[src/rtl/vurp_ram.sv]
`default_nettype none

module vurp_ram #(
    parameter int WIDTH = 8,
    parameter int DEPTH = 32,
    localparam int AW = $clog2(DEPTH)
) (
    input  wire logic             i_clk,
    input  wire logic             i_we,
    input  wire logic             i_re,
    input  wire logic [AW-1:0]    i_addr,
    input  wire logic [WIDTH-1:0] i_wdata,
    output logic      [WIDTH-1:0] o_rdata
);

    logic [WIDTH-1:0] r_mem [DEPTH];

    // Single port, registered read; read data holds until the next read
    always_ff @(posedge i_clk) begin
        if (i_we) begin
            r_mem[i_addr] <= i_wdata;
        end
        if (i_re) begin
            o_rdata <= r_mem[i_addr];
        end
    end

endmodule

`default_nettype wire

[config.mk]
export PLATFORM = sky130hd
export DESIGN_NAME = vurp_ram
export DESIGN_NICKNAME = d
export VERILOG_FILES = /design/src/rtl/vurp_ram.sv
export SDC_FILE = /design/constraint.sdc
export NUM_CORES = 1
export LEC_CHECK = 0
export BUFFER_PORTS_ARGS = -buffer_cell sky130_fd_sc_hd__buf_2
export CORE_MARGIN = 3
export CORE_UTILIZATION = 66
export CTS_CLUSTER_SIZE = 40
export DETAILED_ROUTE_END_ITERATION = 8
export GPL_ROUTABILITY_DRIVEN = 0
export PLACE_DENSITY = 0.83
export SLEW_MARGIN = 0
export SYNTH_ARGS = -nofsm -noshare
export SYNTH_HDL_FRONTEND = slang
export SYNTH_SLANG_ARGS = --single-unit
[constraint.sdc]
create_clock -name i_clk -period 4.7 [get_ports i_clk]
set_clock_uncertainty 0.2 [all_clocks]
set_input_delay 0.235 -clock i_clk [delete_from_list [all_inputs] [get_ports i_clk]]
set_output_delay 0.235 -clock i_clk [all_outputs]
set_load 0.01 [all_outputs]
==> impl_metrics.prom <==
# TYPE chip_impl_metric gauge
chip_impl_metric{name="grt_overflow_total",unit=""} 0
chip_impl_metric{name="fillerInstances",unit=""} 858
chip_impl_metric{name="post-route-min-period",unit="ns"} 2.725
chip_impl_info{name="most_common_cell_in_the_netlist",value="sky130_fd_sc_hd__edfxtp_1"} 1
chip_impl_metric{name="cts_max_level",unit=""} 1
chip_impl_metric{name="syn_inst",unit=""} 576
chip_impl_info{name="worstPathCellList",value="buf_6 > buf_4 > mux2i_1 > o22ai_1 > nor4_1 > nand2_1"} 1
chip_impl_metric{name="post_synth.cell_area_avg",unit="um2"} 17.86
chip_impl_metric{name="finalSetupTns",unit="ns"} 0
chip_impl_metric{name="chipWidth",unit="um"} 130.8
chip_impl_metric{name="drtIter0Drc",unit=""} 583
chip_impl_metric{name="holdBufCountCts",unit=""} 1
chip_impl_metric{name="combinationalPowerShare",unit="%"} 4.5
chip_impl_metric{name="floorplan.initialDensity",unit="%"} 67.66
chip_impl_metric{name="clkLatencyLatePin",unit="ns"} 0.52
chip_impl_info{name="status",value="completed"} 1
chip_impl_metric{name="max-cap-violations",unit=""} 0
chip_impl_info{name="primary_flip_flop_cell_chosen_by_synthesis_mapping",value="sky130_fd_sc_hd__edfxtp_1"} 1
chip_impl_metric{name="core_area",unit="mm2"} 0.01520
chip_impl_metric{name="antenna_cells_inserted",unit=""} 0
chip_impl_metric{name="power.ir.vdd_worst",unit="mV"} 0.3435
chip_impl_metric{name="clock_power_share",unit="%"} 42.1
chip_impl_metric{name="synthesis.yosys.warnings",unit=""} 0
chip_impl_metric{name="final-setup-viol-count",unit=""} 0
chip_impl_metric{name="max_slew_margin",unit="%"} 12.09
chip_impl_info{name="cts_root_buffer",value="sky130_fd_sc_hd__clkbuf_16"} 1
chip_impl_metric{name="net-switching-power",unit="W"} 0.0009784
chip_impl_metric{name="synth_async_sr_flop_share",unit="%"} 0
chip_impl_info{name="grt_setup_unrepaired",value="false"} 1
chip_impl_info{name="holdCritPathClass",value="in2reg"} 1
chip_impl_metric{name="routedWlPerCell",unit="um"} 27.47
chip_impl_info{name="synth.top_cells.by_count",value="sky130_fd_sc_hd__edfxtp_1, sky130_fd_sc_hd__mux2i_1, sky130_fd_sc_hd__o22ai_1"} 1
chip_impl_metric{name="final_cycle_share",unit="%"} 57.97
chip_impl_metric{name="slew_viol_final",unit=""} 0
chip_impl_metric{name="buffer_ports.inserted",unit=""} 23
chip_impl_metric{name="fp.dieH",unit="um"} 130.8
chip_impl_metric{name="grt_pass1_vias",unit=""} 5451
chip_impl_metric{name="io_pins",unit=""} 24
chip_impl_info{name="critical-path-slowest-cell",value="sky130_fd_sc_hd__buf_6"} 1
chip_impl_info{name="worst-setup-path-type",value="in2reg"} 1
chip_impl_metric{name="die-area",unit="mm2"} 0.01712
chip_impl_metric{name="synth.lib_cells_used.distinct",unit=""} 23
chip_impl_metric{name="synth_seq_cells",unit=""} 264
chip_impl_metric{name="mappedNetlistArea",unit="mm2"} 0.01029
chip_impl_metric{name="finalNetCount",unit=""} 611
chip_impl_metric{name="worst_ep_arrival_time",unit="ns"} 2.75
chip_impl_metric{name="avgViaCountPerCell",unit=""} 6.908
chip_impl_metric{name="dr.pass1.iters",unit=""} 5
chip_impl_metric{name="synth.yosys.seq_area_share",unit="%"} 77.07
chip_impl_metric{name="antenna_found_initial",unit=""} 0
chip_impl_metric{name="worst_slew_pin_slew",unit="ns"} 1.309
chip_impl_metric{name="number_of_buffers_added_by_the_clock_tree_synthesis_step",unit=""} 26
chip_impl_metric{name="cts.repair.resized",unit=""} 0
chip_impl_metric{name="cp_data_required_time",unit="ns"} 4.73
chip_impl_info{name="synth.largest_area_cell",value="sky130_fd_sc_hd__edfxtp_1"} 1
chip_impl_metric{name="worst_hold_slack",unit="ns"} 0.04825
chip_impl_metric{name="totalWireLength",unit="um"} 22030
chip_impl_info{name="cts_tree",value="built"} 1
chip_impl_metric{name="synth_enable_flop_cells",unit=""} 264
chip_impl_metric{name="power_per_cell_area",unit="mW/mm2"} 435.1
chip_impl_metric{name="row_count",unit=""} 45
chip_impl_metric{name="post_route_cells_drive_above_1_share",unit="%"} 10.42
chip_impl_info{name="end_kind",value="flip-flop"} 1
chip_impl_metric{name="power.internal",unit="W"} 0.003961
chip_impl_metric{name="clock_tree.buffer_depth",unit=""} 3
chip_impl_metric{name="power.share.switching",unit="%"} 19.81
chip_impl_metric{name="area_growth_syn_to_layout",unit="%"} 10.38
chip_impl_metric{name="register_area",unit="mm2"} 0.007928
chip_impl_info{name="timing.critical_path.from_type",value="input port"} 1
chip_impl_info{name="ys_top_cells_by_area",value="sky130_fd_sc_hd__edfxtp_1, sky130_fd_sc_hd__mux2i_1, sky130_fd_sc_hd__o22ai_1"} 1
chip_impl_metric{name="crit_path_max_incr_delay",unit="ns"} 0.62
chip_impl_metric{name="pwr-share-seq",unit="%"} 53.5
chip_impl_metric{name="finalHoldViolCount",unit=""} 0
chip_impl_metric{name="postRouteAntennaNets",unit=""} 0
chip_impl_metric{name="hpwl",unit="um"} 13080
chip_impl_metric{name="cts.reportedPaths.clkPinSlew",unit="ns"} 0.06
chip_impl_metric{name="leakage",unit="nW"} 3.906
chip_impl_metric{name="max_clock_freq",unit="MHz"} 367.0
chip_impl_metric{name="multi_input_gate_area",unit="mm2"} 0.002183
chip_impl_metric{name="grt_first_pass_wirelength",unit="um"} 33060
chip_impl_metric{name="final_cell_area",unit="mm2"} 0.01135
chip_impl_metric{name="cts_setup_buffers",unit=""} 0
chip_impl_metric{name="number_of_vias_after_detailed_routing",unit=""} 5540
chip_impl_metric{name="clock-sinks",unit=""} 264
chip_impl_metric{name="critical_path.max_fanout",unit=""} 69
chip_impl_metric{name="pin_count_of_the_biggest_net_entering_global_routing",unit=""} 70
chip_impl_metric{name="global_route_usage_over_all_layers",unit="%"} 26.39
chip_impl_metric{name="syn-num-nets",unit=""} 592
chip_impl_metric{name="drc",unit=""} 0
chip_impl_metric{name="detailed_place.area",unit="mm2"} 0.01048
chip_impl_metric{name="netlist.area_leader.share",unit="%"} 77.07
cells in the final DEF, fill, tap and decap left out, types with 6 or more instances in the layout:
cell type	count
sky130_fd_sc_hd__clkbuf_1	6
sky130_fd_sc_hd__o22ai_1	63
sky130_fd_sc_hd__buf_2	22
sky130_fd_sc_hd__nor2_1	29
sky130_fd_sc_hd__clkbuf_16	27
sky130_fd_sc_hd__nand2_1	10
sky130_fd_sc_hd__nor4_1	16
sky130_fd_sc_hd__mux2i_1	128
sky130_fd_sc_hd__edfxtp_1	264
sky130_fd_sc_hd__clkinv_1	6
flip-flops by register name (all words and copies together) (netlist names):
signal / count
o_rdata: 8
r_mem: 256
worst paths after layout:
path | depth (start not counted) | slack (ns) | end | start
min reg2reg | 4 | 0.53 | o_rdata[6] | r_mem[2][6]
max | 6 | 1.98 | o_rdata[2] | i_addr[1]
max reg2reg | 4 | 2.67 | o_rdata[4] | r_mem[9][4]
min | 1 | 0.05 | r_mem[25][7] | i_wdata[7]
cell families (layout without fill, tap and decap cells):
kind of cell	count (synthesis)	after routing	synth area share, %
AO/OA/AOI/OAI	64	64	3.953
buffers and inverters	35	73	1.703
flip-flops	264	264	77.07
multiplexers	128	128	12.46
AND/OR/NAND/NOR	85	85	4.817
power groups by stage:
| stage | clock network (W) | registers (W) | logic [W] |
|---|---|---|---|
| after floorplan | 0 | 0.00269 | 0.000124 |
| after global placement | 0 | 0.00269 | 0.000206 |
| after detailed placement | 0 | 0.00269 | 0.000215 |
| after CTS | 0.00209 | 0.00264 | 0.000218 |
| after global routing | 0.00218 | 0.00264 | 0.000234 |
| final | 0.00208 | 0.00264 | 0.000221 |
stage by stage:
stage	std cells	worst slack [ns]	util, %	total power [W]
floorplan	576	2.437	-	0.002813
global placement	754	1.649	68.95	0.002894
detailed placement	754	1.562	68.95	0.002904
CTS	802	2.042	74.68	0.004950
global route	802	1.842	74.68	0.005053
finish	802	1.975	74.68	0.004940
layout make-up:
class                   count  share of cell area, %
well taps                 188                  2.072
multi-input cells         277                  19.23
flip-flops and latches    264                  69.83
repair buffers             26                  1.289
clock buffers              33                  6.149
clock inverters            14                  1.433
critical path, delay by kind of cell:
kind | cells | cell delay (ns)
buffers and inverters | 2 | 1.23
and+or+nand+nor | 2 | 0.80
muxes | 1 | 0.30
AOI/OAI and AO/OA | 1 | 0.14
layer usage:
metal / up-vias / global-route usage, % / share of wire [%]
met1: 2789 / 35.98 / 39
met2: 321 / 44.40 / 50
li1: 2370 / - / -
met3: 60 / 4.350 / 7.5
met5: - / 0 / 0
met4: 0 / 8.348 / 3.3
Power figures use the tool's default switching activity.
